`src/rtl/dmpc_pkg.sv`:
```
// ----------------------------------------------------------------------------
// dmpc_pkg: shared types and constants of the dual motor position controller
// Word layouts, register map, mode codes and the fixed-point divide constants.
// ----------------------------------------------------------------------------
package dmpc_pkg;

  localparam int NUM_MOTORS_DEF  = 2;
  localparam int COUNT_WIDTH_DEF = 32;

  localparam int DUTY_W  = 8;
  localparam int GAIN_W  = 16;
  localparam int TOL_W   = 8;
  localparam int CPR_W   = 16;
  localparam int ANGLE_W = 16;

  // angle * edges_per_turn stays below 2^31 in magnitude
  localparam int PROD_W = 32;

  // 5760 sixteenths of a degree per turn = 128 * 45
  localparam int          PRE_SHIFT   = 7;
  localparam int          SCALED_W    = PROD_W - 1 - PRE_SHIFT;
  localparam int          RECIP_K_W   = 25;
  localparam logic [24:0] RECIP_45    = 25'd23860930;
  localparam int          RECIP_SHIFT = 30;
  localparam int          RECIP_W     = SCALED_W + RECIP_K_W;
  localparam int          QUO_W       = RECIP_W - RECIP_SHIFT;
  localparam int          DELTA_W     = QUO_W + 1;

  // apb register map
  localparam int ADDR_W    = 5;
  localparam int DATA_W    = 32;
  localparam int REG_IDX_W = 3;

  localparam logic [REG_IDX_W-1:0] REG_GAIN    = 3'd0;
  localparam logic [REG_IDX_W-1:0] REG_MAX     = 3'd1;
  localparam logic [REG_IDX_W-1:0] REG_TOL     = 3'd2;
  localparam logic [REG_IDX_W-1:0] REG_CPR     = 3'd3;
  localparam logic [REG_IDX_W-1:0] REG_REV0    = 3'd4;
  localparam logic [REG_IDX_W-1:0] REG_REV1    = 3'd5;

  localparam logic [GAIN_W-1:0] GAIN_RST = 16'd26214;
  localparam logic [DUTY_W-1:0] MAX_RST  = 8'd255;
  localparam logic [TOL_W-1:0]  TOL_RST  = 8'd3;
  localparam logic [CPR_W-1:0]  CPR_RST  = 16'd4704;

  // item modes
  localparam logic [1:0] MODE_EDGE  = 2'd0;
  localparam logic [1:0] MODE_START = 2'd1;
  localparam logic [1:0] MODE_TICK  = 2'd2;

  typedef struct packed {
    logic [1:0]                mode;
    logic                      motor_sel;
    logic                      enc_b_level;
    logic signed [ANGLE_W-1:0] move_angle;
  } in_word_t;

  typedef struct packed {
    logic [DUTY_W-1:0] duty_motor0;
    logic [DUTY_W-1:0] duty_motor1;
    logic              fwd_motor0;
    logic              fwd_motor1;
    logic              driver_enable;
    logic              motion_done;
  } out_word_t;

  typedef struct packed {
    logic [GAIN_W-1:0] gain_q16;
    logic [DUTY_W-1:0] max_duty;
    logic [TOL_W-1:0]  done_tolerance;
    logic [CPR_W-1:0]  edges_per_turn;
    logic              reverse_motor0;
    logic              reverse_motor1;
  } cfg_t;

  typedef struct packed {
    in_word_t                  item;
    logic signed [DELTA_W-1:0] delta;
  } exec_word_t;

endpackage

```
`src/rtl/dmpc_regs.sv`:
```
// ----------------------------------------------------------------------------
// dmpc_regs: configuration registers
// APB write and read access to gain, duty limit, tolerance, scale and direction.
// ----------------------------------------------------------------------------
module dmpc_regs (
  input  logic                         clk,
  input  logic                         rst_n,
  input  logic                         psel,
  input  logic                         penable,
  input  logic                         pwrite,
  input  logic [dmpc_pkg::ADDR_W-1:0]  paddr,
  input  logic [dmpc_pkg::DATA_W-1:0]  pwdata,
  output logic [dmpc_pkg::DATA_W-1:0]  prdata,
  output logic                         pready,
  output dmpc_pkg::cfg_t               cfg
);

  dmpc_pkg::cfg_t                      cfg_r;
  logic                                wr_en;
  logic [dmpc_pkg::REG_IDX_W-1:0]      idx;

  assign pready = 1'b1;
  assign wr_en  = psel && penable && pwrite && pready;
  assign idx    = paddr[dmpc_pkg::ADDR_W-1:2];
  assign cfg    = cfg_r;

  always_ff @(posedge clk) begin
    if (!rst_n) begin
      cfg_r.gain_q16       <= dmpc_pkg::GAIN_RST;
      cfg_r.max_duty       <= dmpc_pkg::MAX_RST;
      cfg_r.done_tolerance <= dmpc_pkg::TOL_RST;
      cfg_r.edges_per_turn <= dmpc_pkg::CPR_RST;
      cfg_r.reverse_motor0 <= 1'b0;
      cfg_r.reverse_motor1 <= 1'b0;
    end else if (wr_en) begin
      unique case (idx)
        dmpc_pkg::REG_GAIN: cfg_r.gain_q16       <= pwdata[dmpc_pkg::GAIN_W-1:0];
        dmpc_pkg::REG_MAX:  cfg_r.max_duty       <= pwdata[dmpc_pkg::DUTY_W-1:0];
        dmpc_pkg::REG_TOL:  cfg_r.done_tolerance <= pwdata[dmpc_pkg::TOL_W-1:0];
        dmpc_pkg::REG_CPR:  cfg_r.edges_per_turn <= pwdata[dmpc_pkg::CPR_W-1:0];
        dmpc_pkg::REG_REV0: cfg_r.reverse_motor0 <= pwdata[0];
        dmpc_pkg::REG_REV1: cfg_r.reverse_motor1 <= pwdata[0];
        default: ;
      endcase
    end
  end

  always_comb begin
    prdata = '0;
    unique case (idx)
      dmpc_pkg::REG_GAIN: prdata = dmpc_pkg::DATA_W'(cfg_r.gain_q16);
      dmpc_pkg::REG_MAX:  prdata = dmpc_pkg::DATA_W'(cfg_r.max_duty);
      dmpc_pkg::REG_TOL:  prdata = dmpc_pkg::DATA_W'(cfg_r.done_tolerance);
      dmpc_pkg::REG_CPR:  prdata = dmpc_pkg::DATA_W'(cfg_r.edges_per_turn);
      dmpc_pkg::REG_REV0: prdata = dmpc_pkg::DATA_W'(cfg_r.reverse_motor0);
      dmpc_pkg::REG_REV1: prdata = dmpc_pkg::DATA_W'(cfg_r.reverse_motor1);
      default:            prdata = '0;
    endcase
  end

endmodule

```
`src/rtl/dmpc_offset.sv`:
```
// ----------------------------------------------------------------------------
// dmpc_offset: move offset pipeline
// Input register, then angle * edges_per_turn, reciprocal divide by 5760 and
// sign restore, one step per stage; every word rides along in order.
// ----------------------------------------------------------------------------
module dmpc_offset (
  input  logic                         clk,
  input  logic                         rst_n,
  input  logic                         in_valid,
  output logic                         in_stall,
  input  dmpc_pkg::in_word_t           in_data,
  input  logic [dmpc_pkg::CPR_W-1:0]   edges_per_turn,
  output logic                         ex_valid,
  input  logic                         ex_stall,
  output dmpc_pkg::exec_word_t         ex_data
);

  logic                                  v0_r, v1_r, v2_r, v3_r;
  logic                                  rdy0, rdy1, rdy2, rdy3;
  dmpc_pkg::in_word_t                    w0_r, w1_r, w2_r, w3_r;

  logic signed [dmpc_pkg::ANGLE_W+dmpc_pkg::CPR_W:0] prod_full;
  logic [dmpc_pkg::PROD_W-1:0]           prod_nxt, prod_r;
  logic [dmpc_pkg::PROD_W-1:0]           prod_mag;
  logic [dmpc_pkg::SCALED_W-1:0]         scaled;
  logic [dmpc_pkg::RECIP_W-1:0]          recip_nxt, recip_r;
  logic                                  neg_r;
  logic [dmpc_pkg::QUO_W-1:0]            quo;
  logic [dmpc_pkg::DELTA_W-1:0]          delta_nxt, delta_r;

  assign rdy3     = !v3_r || !ex_stall;
  assign rdy2     = !v2_r || rdy3;
  assign rdy1     = !v1_r || rdy2;
  assign rdy0     = !v0_r || rdy1;
  assign in_stall = !rdy0;

  assign prod_full = w0_r.move_angle * $signed({1'b0, edges_per_turn});
  assign prod_nxt  = prod_full[dmpc_pkg::PROD_W-1:0];

  assign prod_mag  = prod_r[dmpc_pkg::PROD_W-1] ? (~prod_r + 1'b1) : prod_r;
  assign scaled    = prod_mag[dmpc_pkg::PROD_W-2:dmpc_pkg::PRE_SHIFT];
  assign recip_nxt = dmpc_pkg::RECIP_W'(scaled) * dmpc_pkg::RECIP_W'(dmpc_pkg::RECIP_45);

  assign quo       = recip_r[dmpc_pkg::RECIP_W-1:dmpc_pkg::RECIP_SHIFT];
  assign delta_nxt = neg_r ? (dmpc_pkg::DELTA_W'(0) - {1'b0, quo}) : {1'b0, quo};

  always_ff @(posedge clk) begin
    if (!rst_n) begin
      v0_r <= 1'b0;
      v1_r <= 1'b0;
      v2_r <= 1'b0;
      v3_r <= 1'b0;
    end else begin
      if (rdy0) v0_r <= in_valid;
      if (rdy1) v1_r <= v0_r;
      if (rdy2) v2_r <= v1_r;
      if (rdy3) v3_r <= v2_r;
    end
  end

  always_ff @(posedge clk) begin
    if (rdy0 && in_valid) w0_r <= in_data;
    if (rdy1 && v0_r) begin
      w1_r   <= w0_r;
      prod_r <= prod_nxt;
    end
    if (rdy2 && v1_r) begin
      w2_r    <= w1_r;
      recip_r <= recip_nxt;
      neg_r   <= prod_r[dmpc_pkg::PROD_W-1];
    end
    if (rdy3 && v2_r) begin
      w3_r    <= w2_r;
      delta_r <= delta_nxt;
    end
  end

  assign ex_valid      = v3_r;
  assign ex_data.item  = w3_r;
  assign ex_data.delta = delta_r;

endmodule

```
`src/rtl/dmpc_exec.sv`:
```
// ----------------------------------------------------------------------------
// dmpc_exec: motor state and result register
// Tracks each motor's wrapped error and its magnitude, runs start, edge and
// tick updates, and holds the result word for the output side.
// ----------------------------------------------------------------------------
module dmpc_exec #(
  parameter int NUM_MOTORS  = dmpc_pkg::NUM_MOTORS_DEF,
  parameter int COUNT_WIDTH = dmpc_pkg::COUNT_WIDTH_DEF
) (
  input  logic                  clk,
  input  logic                  rst_n,
  input  logic                  ex_valid,
  output logic                  ex_stall,
  input  dmpc_pkg::exec_word_t  ex_data,
  input  dmpc_pkg::cfg_t        cfg,
  output logic                  out_valid,
  input  logic                  out_stall,
  output dmpc_pkg::out_word_t   out_data
);

  localparam int PG_W = COUNT_WIDTH + dmpc_pkg::GAIN_W;

  logic [COUNT_WIDTH-1:0]        err_r   [NUM_MOTORS];
  logic [COUNT_WIDTH-1:0]        err_nxt [NUM_MOTORS];
  logic [COUNT_WIDTH-1:0]        mag_r   [NUM_MOTORS];
  logic [COUNT_WIDTH-1:0]        mag_nxt [NUM_MOTORS];
  logic [dmpc_pkg::DUTY_W-1:0]   duty_r  [NUM_MOTORS];
  logic [dmpc_pkg::DUTY_W-1:0]   duty_nxt[NUM_MOTORS];
  logic [dmpc_pkg::DUTY_W-1:0]   duty_sat[NUM_MOTORS];
  logic [PG_W-1:0]               pgain   [NUM_MOTORS];
  logic [COUNT_WIDTH-1:0]        scaled  [NUM_MOTORS];
  logic [NUM_MOTORS-1:0]         pol_r, pol_nxt, rev_vec;
  logic                          enable_r, enable_nxt;
  logic                          moving_r, moving_nxt;
  logic                          done_nxt;
  logic                          arrived;
  logic                          duty_any;
  logic                          fire;
  logic [COUNT_WIDTH-1:0]        delta_w;
  logic                          out_valid_r;
  dmpc_pkg::out_word_t           out_r, out_nxt;

  assign ex_stall  = out_valid_r && out_stall;
  assign fire      = ex_valid && !ex_stall;
  assign delta_w   = COUNT_WIDTH'(ex_data.delta);
  assign out_valid = out_valid_r;
  assign out_data  = out_r;

  // per-motor error magnitude checks and duty from the registered magnitude
  always_comb begin
    arrived = 1'b1;
    for (int m = 0; m < NUM_MOTORS; m++) begin
      rev_vec[m] = (m == 0) ? cfg.reverse_motor0 :
                   (m == 1) ? cfg.reverse_motor1 : 1'b0;
      if (mag_r[m] > COUNT_WIDTH'(cfg.done_tolerance)) arrived = 1'b0;
      pgain[m]  = PG_W'(mag_r[m]) * PG_W'(cfg.gain_q16);
      scaled[m] = pgain[m][PG_W-1:dmpc_pkg::GAIN_W];
      if (scaled[m] > COUNT_WIDTH'(cfg.max_duty)) begin
        duty_sat[m] = cfg.max_duty;
      end else begin
        duty_sat[m] = scaled[m][dmpc_pkg::DUTY_W-1:0];
      end
    end
  end

  always_comb begin
    err_nxt    = err_r;
    duty_nxt   = duty_r;
    pol_nxt    = pol_r;
    enable_nxt = enable_r;
    moving_nxt = moving_r;
    done_nxt   = 1'b0;
    unique case (ex_data.item.mode)
      dmpc_pkg::MODE_EDGE: begin
        for (int m = 0; m < NUM_MOTORS; m++) begin
          if (int'(ex_data.item.motor_sel) == m) begin
            err_nxt[m] = ex_data.item.enc_b_level ? (err_r[m] - COUNT_WIDTH'(1))
                                                  : (err_r[m] + COUNT_WIDTH'(1));
          end
        end
      end
      dmpc_pkg::MODE_START: begin
        enable_nxt = 1'b1;
        moving_nxt = 1'b1;
        for (int m = 0; m < NUM_MOTORS; m++) begin
          err_nxt[m] = rev_vec[m] ? (COUNT_WIDTH'(0) - delta_w) : delta_w;
          pol_nxt[m] = !rev_vec[m];
        end
      end
      dmpc_pkg::MODE_TICK: begin
        if (moving_r) begin
          if (arrived) begin
            for (int m = 0; m < NUM_MOTORS; m++) duty_nxt[m] = '0;
            enable_nxt = 1'b0;
            moving_nxt = 1'b0;
            done_nxt   = 1'b1;
          end else begin
            duty_nxt = duty_sat;
          end
        end
      end
      default: ;
    endcase
    for (int m = 0; m < NUM_MOTORS; m++) begin
      mag_nxt[m] = err_nxt[m][COUNT_WIDTH-1] ? (COUNT_WIDTH'(0) - err_nxt[m]) : err_nxt[m];
    end
  end

  always_comb begin
    out_nxt.duty_motor0   = duty_nxt[0];
    out_nxt.duty_motor1   = (NUM_MOTORS > 1) ? duty_nxt[1 % NUM_MOTORS] : '0;
    out_nxt.fwd_motor0    = pol_nxt[0];
    out_nxt.fwd_motor1    = (NUM_MOTORS > 1) ? pol_nxt[1 % NUM_MOTORS] : 1'b0;
    out_nxt.driver_enable = enable_nxt;
    out_nxt.motion_done   = done_nxt;
  end

  always_ff @(posedge clk) begin
    if (!rst_n) begin
      for (int m = 0; m < NUM_MOTORS; m++) begin
        err_r[m]  <= '0;
        mag_r[m]  <= '0;
        duty_r[m] <= '0;
      end
      pol_r       <= '0;
      enable_r    <= 1'b0;
      moving_r    <= 1'b0;
      out_valid_r <= 1'b0;
    end else begin
      if (fire) begin
        err_r    <= err_nxt;
        mag_r    <= mag_nxt;
        duty_r   <= duty_nxt;
        pol_r    <= pol_nxt;
        enable_r <= enable_nxt;
        moving_r <= moving_nxt;
      end
      if (fire) begin
        out_valid_r <= 1'b1;
      end else if (!out_stall) begin
        out_valid_r <= 1'b0;
      end
    end
  end

  always_ff @(posedge clk) begin
    if (fire) out_r <= out_nxt;
  end

  always_comb begin
    duty_any = 1'b0;
    for (int m = 0; m < NUM_MOTORS; m++) duty_any = duty_any | (|duty_r[m]);
  end

  a_enable_tracks_moving: assert property (@(posedge clk) disable iff (!rst_n)
    enable_r == moving_r)
    else $error("driver enable out of step with motion state");

  a_idle_duty_zero: assert property (@(posedge clk) disable iff (!rst_n)
    !moving_r |-> !duty_any)
    else $error("nonzero duty while idle");

  a_stop_only_on_tick: assert property (@(posedge clk) disable iff (!rst_n)
    $fell(moving_r) |-> $past(fire && ex_data.item.mode == dmpc_pkg::MODE_TICK))
    else $error("motion ended without a tick");

  a_arrival_flags_done: assert property (@(posedge clk) disable iff (!rst_n)
    fire && ex_data.item.mode == dmpc_pkg::MODE_TICK && moving_r && arrived
    |=> out_valid_r && out_r.motion_done && !out_r.driver_enable)
    else $error("arrival tick did not report done");

endmodule

```
`src/rtl/dual_motor_position_p_controller_core.sv`:
```
// ----------------------------------------------------------------------------
// dual_motor_position_p_controller_core: two-motor proportional position loop
// Encoder edge counting, relative move start and proportional duty per tick.
// ----------------------------------------------------------------------------
// Takes one word per clock while in_stall is low and returns one result word
// per input word, in order. Each word passes the move offset path (input
// register, angle times edges_per_turn, reciprocal divide by 5760, sign
// restore) and then the state stage, whose result register presents it. Every
// mode passes through the same stages, and the state stage applies an edge,
// start or tick as each word is accepted, so encoder edges and ticks may follow
// each other on every clock while nothing is stalled. The result register
// decouples the output: new words keep entering while a result waits, until
// the pipeline is full.
// Configuration is expected only while no word is in flight.
module dual_motor_position_p_controller_core #(
  parameter int NUM_MOTORS  = dmpc_pkg::NUM_MOTORS_DEF,
  parameter int COUNT_WIDTH = dmpc_pkg::COUNT_WIDTH_DEF
) (
  input  logic                         clk,
  input  logic                         rst_n,
  input  logic                         in_valid,
  output logic                         in_stall,
  input  dmpc_pkg::in_word_t           in_data,
  output logic                         out_valid,
  input  logic                         out_stall,
  output dmpc_pkg::out_word_t          out_data,
  input  logic                         psel,
  input  logic                         penable,
  input  logic                         pwrite,
  input  logic [dmpc_pkg::ADDR_W-1:0]  paddr,
  input  logic [dmpc_pkg::DATA_W-1:0]  pwdata,
  output logic [dmpc_pkg::DATA_W-1:0]  prdata,
  output logic                         pready
);

  dmpc_pkg::cfg_t        cfg;
  logic                  ex_valid;
  logic                  ex_stall;
  dmpc_pkg::exec_word_t  ex_data;

  dmpc_regs u_regs (
    .clk     (clk),
    .rst_n   (rst_n),
    .psel    (psel),
    .penable (penable),
    .pwrite  (pwrite),
    .paddr   (paddr),
    .pwdata  (pwdata),
    .prdata  (prdata),
    .pready  (pready),
    .cfg     (cfg)
  );

  dmpc_offset u_offset (
    .clk            (clk),
    .rst_n          (rst_n),
    .in_valid       (in_valid),
    .in_stall       (in_stall),
    .in_data        (in_data),
    .edges_per_turn (cfg.edges_per_turn),
    .ex_valid       (ex_valid),
    .ex_stall       (ex_stall),
    .ex_data        (ex_data)
  );

  dmpc_exec #(
    .NUM_MOTORS  (NUM_MOTORS),
    .COUNT_WIDTH (COUNT_WIDTH)
  ) u_exec (
    .clk       (clk),
    .rst_n     (rst_n),
    .ex_valid  (ex_valid),
    .ex_stall  (ex_stall),
    .ex_data   (ex_data),
    .cfg       (cfg),
    .out_valid (out_valid),
    .out_stall (out_stall),
    .out_data  (out_data)
  );

endmodule
```
`config.mk`:
```
export PLATFORM = sky130hd
export DESIGN_NAME = dual_motor_position_p_controller_core
export DESIGN_NICKNAME = d
export VERILOG_FILES = /design/src/rtl/dmpc_pkg.sv /design/src/rtl/dmpc_regs.sv /design/src/rtl/dmpc_offset.sv /design/src/rtl/dmpc_exec.sv /design/src/rtl/dual_motor_position_p_controller_core.sv
export SDC_FILE = /design/constraint.sdc
export NUM_CORES = 2
export LEC_CHECK = 0
export BUFFER_PORTS_ARGS = -buffer_cell sky130_fd_sc_hd__buf_2
export CAP_MARGIN = 20
export CORE_ASPECT_RATIO = 1.75
export CORE_MARGIN = 5
export CORE_UTILIZATION = 41
export DETAILED_ROUTE_END_ITERATION = 8
export GPL_ROUTABILITY_DRIVEN = 0
export HOLD_SLACK_MARGIN = 0.12
export REMOVE_ABC_BUFFERS = 1
export SLEW_MARGIN = 20
export SYNTH_ARGS = -nofsm -noshare
export SYNTH_HDL_FRONTEND = slang
export SYNTH_SLANG_ARGS = --single-unit
export TNS_END_PERCENT = 20
```
`constraint.sdc`:
```
create_clock -name clk -period 9.25 [get_ports clk]
set_input_delay 0 -clock clk [delete_from_list [all_inputs] [get_ports clk]]
set_output_delay 0 -clock clk [all_outputs]
set_load 0.02 [all_outputs]
```
* After elaboration in Yosys (flattened, before gate mapping) *
Cells that the tools add are included.

word-level totals
  memory bits (writable) = 0
  register bits = 356
  bits in latches = 0
  memories = 0
  word-level logic and storage cells = 130
  output and inout port bits = 55
  input bits = 64
  ROM bits = 0

operators by class
  divide/modulo/power cells = 0
  $mul = 4
  reductions and logical operators = 31
  shifts and indexed selects = 0
  add/sub/neg operators = 9
  $lt $le $gt $ge = 4
  eq/ne operators = 8
  bitwise gates (word level) = 1
  mux-type cells = 29

operators with widths
  operator                                                                count
  32-bit 2-to-1 mux                                                       8
  32-bit by 8-bit > comparator with 1-bit output                          4
  64-bit one-hot mux with 2 select lines                                  1
  32-bit by 16-bit multiplier with 48-bit output                          2
  16-bit one-hot mux with 6 select lines                                  1
  32-bit by 1-bit adder with 32-bit output (second input constant)        2
  1-bit by 32-bit subtractor with 32-bit output (first input constant)    2
  32-bit by 1-bit subtractor with 32-bit output (second input constant)   2
  24-bit by 24-bit multiplier with 48-bit output (second input constant)  1
  16-bit 2-to-1 mux                                                       3
  16-bit by 17-bit multiplier with 32-bit output                          1
  31-bit by 1-bit adder with 31-bit output (second input constant)        1
  31-bit 2-to-1 mux                                                       1
  31-bit NOT                                                              1
  1-bit by 20-bit subtractor with 21-bit output (first input constant)    1
  1-bit by 19-bit subtractor with 20-bit output (first input constant)    1
  19-bit 2-to-1 mux                                                       1
  8-bit 2-to-1 mux                                                        2
  2-bit AND reduction                                                     8
  1-bit 2-to-1 mux                                                        9
  1-bit logical AND                                                       8
  1-bit zero test                                                         8
  3-bit by 2-bit equality test with 1-bit output (second input constant)  2
  3-bit equality test (second input constant)                             2
  other kinds (10)                                                        14

* Logic depth before layout (Yosys ltp) *
  depth after elaboration = 7
  gate-level depth with buffers = 37
  depth with buffers taken out = 34

* Hierarchy *
From an unflattened synthesis, not the netlist that was laid out.

second synthesis, totals
  cells, all modules = 8090
  area, all modules = 71478.6 sq um

by module, submodules not included
  module       times used  area an instance (sq um)  cells each  seq. area each (sq um)
  dmpc_exec    1           46029.1                   5621        3543.4
  dmpc_offset  1           22917.0                   2199        4644.5
  dmpc_regs    1           2532.4                    270         1001.0

* Worst setup path after synthesis *
OpenSTA, ideal clock, no wires.

  path kind = reg2reg
  start point = register u_offset.prod_r[3] (netlist bit)
  end point = register u_offset.recip_r[48] (netlist bit) (data pin)
  period minus slack after synthesis = 8.800 ns
  slack = 0.450 ns
  buffers on the path = 0
  data arrival time = 8.540 ns
  cell stages (with the launch flop) = 33
  data required time = 8.990 ns
  cell sequence = edfxtp_1 > nor4_1 > nand4_1 > or4_1 > nor4_1 > nand2b_1 > or2_2 > o31ai_1 > xnor2_1 > ha_1 > inv_1 > fa_1 > inv_1 > fa_1 > fa_1 > inv_1 > fa_1 > fa_1 > inv_1 > fa_1 > ha_1 > a21o_1 > a21o_1 > a21oi_1 > o2111ai_1 > o22ai_1 > o21ai_0 > a311oi_1 > nor3_1 > or4_1 > a31oi_1 > o21bai_1 > xnor2_1

between the ends
  word-level cells in the longest chain between the ends = 4

RTL lines
  what                                            line               text
  start: declaration                              dmpc_offset.sv:23  logic [dmpc_pkg::PROD_W-1:0] prod_nxt, prod_r;
  start signal: assignment                        dmpc_offset.sv:65  prod_r <= prod_nxt;
  31-bit NOT                                      dmpc_offset.sv:40  assign prod_mag = prod_r[dmpc_pkg::PROD_W-1] ? (~prod_r + 1'b1) : prod_r;
  31-bit by 1-bit adder with 31-bit output        dmpc_offset.sv:40
  31-bit 2-to-1 mux                               dmpc_offset.sv:40
  24-bit by 24-bit multiplier with 48-bit output  dmpc_offset.sv:42  assign recip_nxt = dmpc_pkg::RECIP_W'(scaled) * dmpc_pkg::RECIP_W'(dmpc_pkg::RECIP_45);
  via u_offset.recip_nxt (one bit)                dmpc_offset.sv:26  logic [dmpc_pkg::RECIP_W-1:0] recip_nxt, recip_r;
  end signal: assignment                          dmpc_offset.sv:69  recip_r <= recip_nxt;
  end: declaration                                dmpc_offset.sv:26

The timed path passes the listed nets, and every way through them passes these cells.
A chain may end at the register's enable or synchronous reset.

* Worst setup path in the final report *
  start point = register u_offset.prod_r[6] (netlist bit)
  end point = register u_offset.recip_r[48] (netlist bit) (data pin)

The elaborated chain is that of the path after synthesis.

==> impl_metrics.env <==
export IMPL_most_used_flip_flop_cell_after_synthesis="dfxtp_1"
export IMPL_post_drt_via_cell_ratio=5.468
export IMPL_cts_htree_levels=2
export IMPL_worst_hold_path_num_cells=5
export IMPL_cp_arrival_ns=9.19
export IMPL_die_area_mm2=0.1764
export IMPL_netlist_instances=7856
export IMPL_post_route_drc_count=0
export IMPL_most_common_library_cell_in_the_layout_ignoring_fill_and_taps="inv_1"
export IMPL_most_common_cell_type_on_the_critical_path="fa_1"
export IMPL_hold_class="in2reg"
export IMPL_mappedNetlistArea_mm2=0.06880
export IMPL_worst_stage_delay_on_the_critical_path_ns=0.52
export IMPL_cts_buffers_inserted=39
export IMPL_period_needed_ns=8.843
export IMPL_detail_route_antenna_nets=0
export IMPL_worst_r2r_path_depth=32
export IMPL_syn_area_per_cell_um2=8.758
export IMPL_placementRows=199
export IMPL_num_vias=55600
export IMPL_report_final_hold_viol_count=0
export IMPL_finish_net_count=9872
export IMPL_port_buffers=83
export IMPL_slew_headroom_pct=20.55
export IMPL_routed_wirelength_mm=211.5
export IMPL_ys_types=97
export IMPL_fmax_mhz=113.1
export IMPL_grt_antenna_before_repair=4
export IMPL_insertion_delay_of_the_later_clocked_pin_in_the_worst_skew_pair_ns=0.65
export IMPL_first_iter_violations=3472
export IMPL_largest_net_degree_at_the_start_of_global_routing=77
export IMPL_crit_path_top_delay_cell="fa_1"
export IMPL_tightest_slew_ns=1.190
export IMPL_sequential_fraction_of_the_synthesis_area_pct=11.26
export IMPL_area_growth_pct=8.980
export IMPL_cts_root_buffer_cell="clkbuf_16"
export IMPL_fp_dieW_um=319.7
export IMPL_clk_pin_slew_ns=0.07
export IMPL_final_layout_size_suffix_gt1_share_pct=7.227
export IMPL_floorplan_initialDensity_pct=41.06
export IMPL_timing_clock_skew_ns=0.06005
export IMPL_worst_setup_path_start_kind="flop"
export IMPL_floorplan_io_pins=119
export IMPL_timing_critical_path_required_ns=9.60
export IMPL_grt_pass1_wl_mm=332.3
export IMPL_place_detailed_instances=10020
export IMPL_core_region_area_mm2=0.1676
export IMPL_grt_overflow_total=0
export IMPL_max_clock_path_buffers=3
export IMPL_die_h_um=551.9
export IMPL_fin_tns_setup_ns=0
export IMPL_maxCapViolCount=0
export IMPL_synth_enable_flop_cells=124
export IMPL_layout_cells_non_filler=10170
export IMPL_ys_seq_elements=325
export IMPL_routed_wire_length_per_instance_um=20.80
export IMPL_track_usage_pct=23.90
export IMPL_async_flop_share_pct=0
export IMPL_run_status="finished clean"
export IMPL_layout_cells_most_common_list="1474 x inv_1, 1203 x fa_1, 1128 x nand2_1, 678 x ha_1, 527 x and2_1"
export IMPL_yosysWarnings=0
export IMPL_post_dp_hpwl_mm=172.6
export IMPL_post_route_period_util_pct=95.60
export IMPL_cts_sinks=325
export IMPL_crit_path_max_fanout=4
export IMPL_cts_tree="built"
export IMPL_timing_setup_critical_path_class="reg2reg"
export IMPL_setup_worst_path_end_class="flop"
export IMPL_first_global_vias=60620
export IMPL_timing_max_transition_violations_final=0
export IMPL_setup_viol=0
export IMPL_router_iterations_before_antenna_repair=6
-- worst max-delay path: cells and delay by family, from the launching register on --
kind | cells | cell delay, ns
fa+ha+maj | 8 | 3.55
buf+inv | 6 | 0.68
compound gates | 10 | 1.73
simple gates | 6 | 1.68
flops | 1 | 0.37
xor+xnor | 2 | 0.55
-- per-stage QoR --
step	hold slack (ns)	area (µm²)	util (%)	setup WS [ns]
floorplan	0.06194	67200	-	0.2395
global placement	0.1770	72550	43.29	-0.1324
detailed placement	0.1781	72550	43.30	-0.2245
CTS	0.1297	74530	44.48	0.007351
global route	0.1836	74980	44.74	-0.006663
finish	0.2129	74980	44.75	0.4074
-- sequential cells by signal, indices dropped and copies added (netlist names), 2 cells and up --
name	count
u_offset.w0_r	20
u_offset.delta_r	20
u_exec.err_r	63
u_exec.mag_r	63
u_offset.ex_data	4
u_offset.prod_r	32
u_exec.out_data	20
u_exec.duty_r	16
u_exec.pol_r	2
u_offset.w1_r	4
u_offset.recip_r	19
u_offset.w2_r	4
u_regs.cfg	50
-- layout make-up --
cell class | instances | area (µm²)
inverters | 1476 | 5545
repair buffers | 434 | 3379
fillers | 16250 | 92590
multi-input cells | 5649 | 54190
diodes | 2 | 5.005
clock buffers | 46 | 1022
flip-flops and latches | 325 | 7800
well taps | 2211 | 2766
clock inverters | 26 | 279.0
-- synthesized netlist by cell type, types with 58 or more instances --
cell | number | share of area (%)
inv_1 | 1475 | 8.0
fa_1 | 1204 | 35
nand2_1 | 1129 | 6.2
ha_1 | 679 | 12
and2_1 | 527 | 4.8
clkbuf_1 | 379 | 2.1
nor2_1 | 252 | 1.4
a21oi_1 | 251 | 1.8
o21ai_0 | 218 | 1.6
dfxtp_1 | 201 | 5.8
xnor2_1 | 163 | 2.1
edfxtp_1 | 124 | 5.4
a211oi_1 | 86 | 0.94
nand3_1 | 86 | 0.63
nor3_1 | 82 | 0.60
xor2_1 | 81 | 1.0
a21o_1 | 76 | 0.83
nand4_1 | 72 | 0.65
nand2b_1 | 58 | 0.53
-- path summary, 6_finish.rpt --
path,endpoint,slack (ns),from
setup / recovery,u_offset.recip_r[48]$_DFFE_PP_,0.41,u_offset.prod_r[6]$_DFFE_PP_
setup reg to reg,u_offset.recip_r[48]$_DFFE_PP_,0.41,u_offset.prod_r[6]$_DFFE_PP_
hold / removal,u_regs.cfg[19]$_SDFFE_PN1P_,0.21,pwrite
hold reg to reg,u_offset.ex_data[39]$_DFFE_PP_,0.42,u_offset.w2_r[19]$_DFFE_PP_
-- routing by layer --
layer	vias up	GRT usage, %	wire length (µm)
met3	777	2.555	10250
met2	1883	45.10	111000
li1	24970	-	-
met1	27960	24.93	72090
met4	4	15.85	18150
met5	-	0	24
-- logic make-up after synthesis --
logic type               synth area share, %
multiplexers                          0.9147
buffers and inverters                  10.46
AND/OR/NAND/NOR                        16.78
adder cells (fa/ha/maj)                47.38
other                                0.01091
flip-flops                             11.26
XOR/XNOR                               3.106
AO/OA/AOI/OAI                          10.09
-- repair_timing --
item | in CTS | in global routing
pin swaps | 0 | 10
buffers inserted | 0 | 7
hold buffers | 64 | 0
resized for setup | 7 | 95
setup endpoints to repair | 18 | 42
cloned | 0 | 1
hold endpoints to repair | 98 | 0
Power is left out: the tool's default activity adds up to more than one toggle a clock period on the data nets, which glitch-free logic cannot reach.
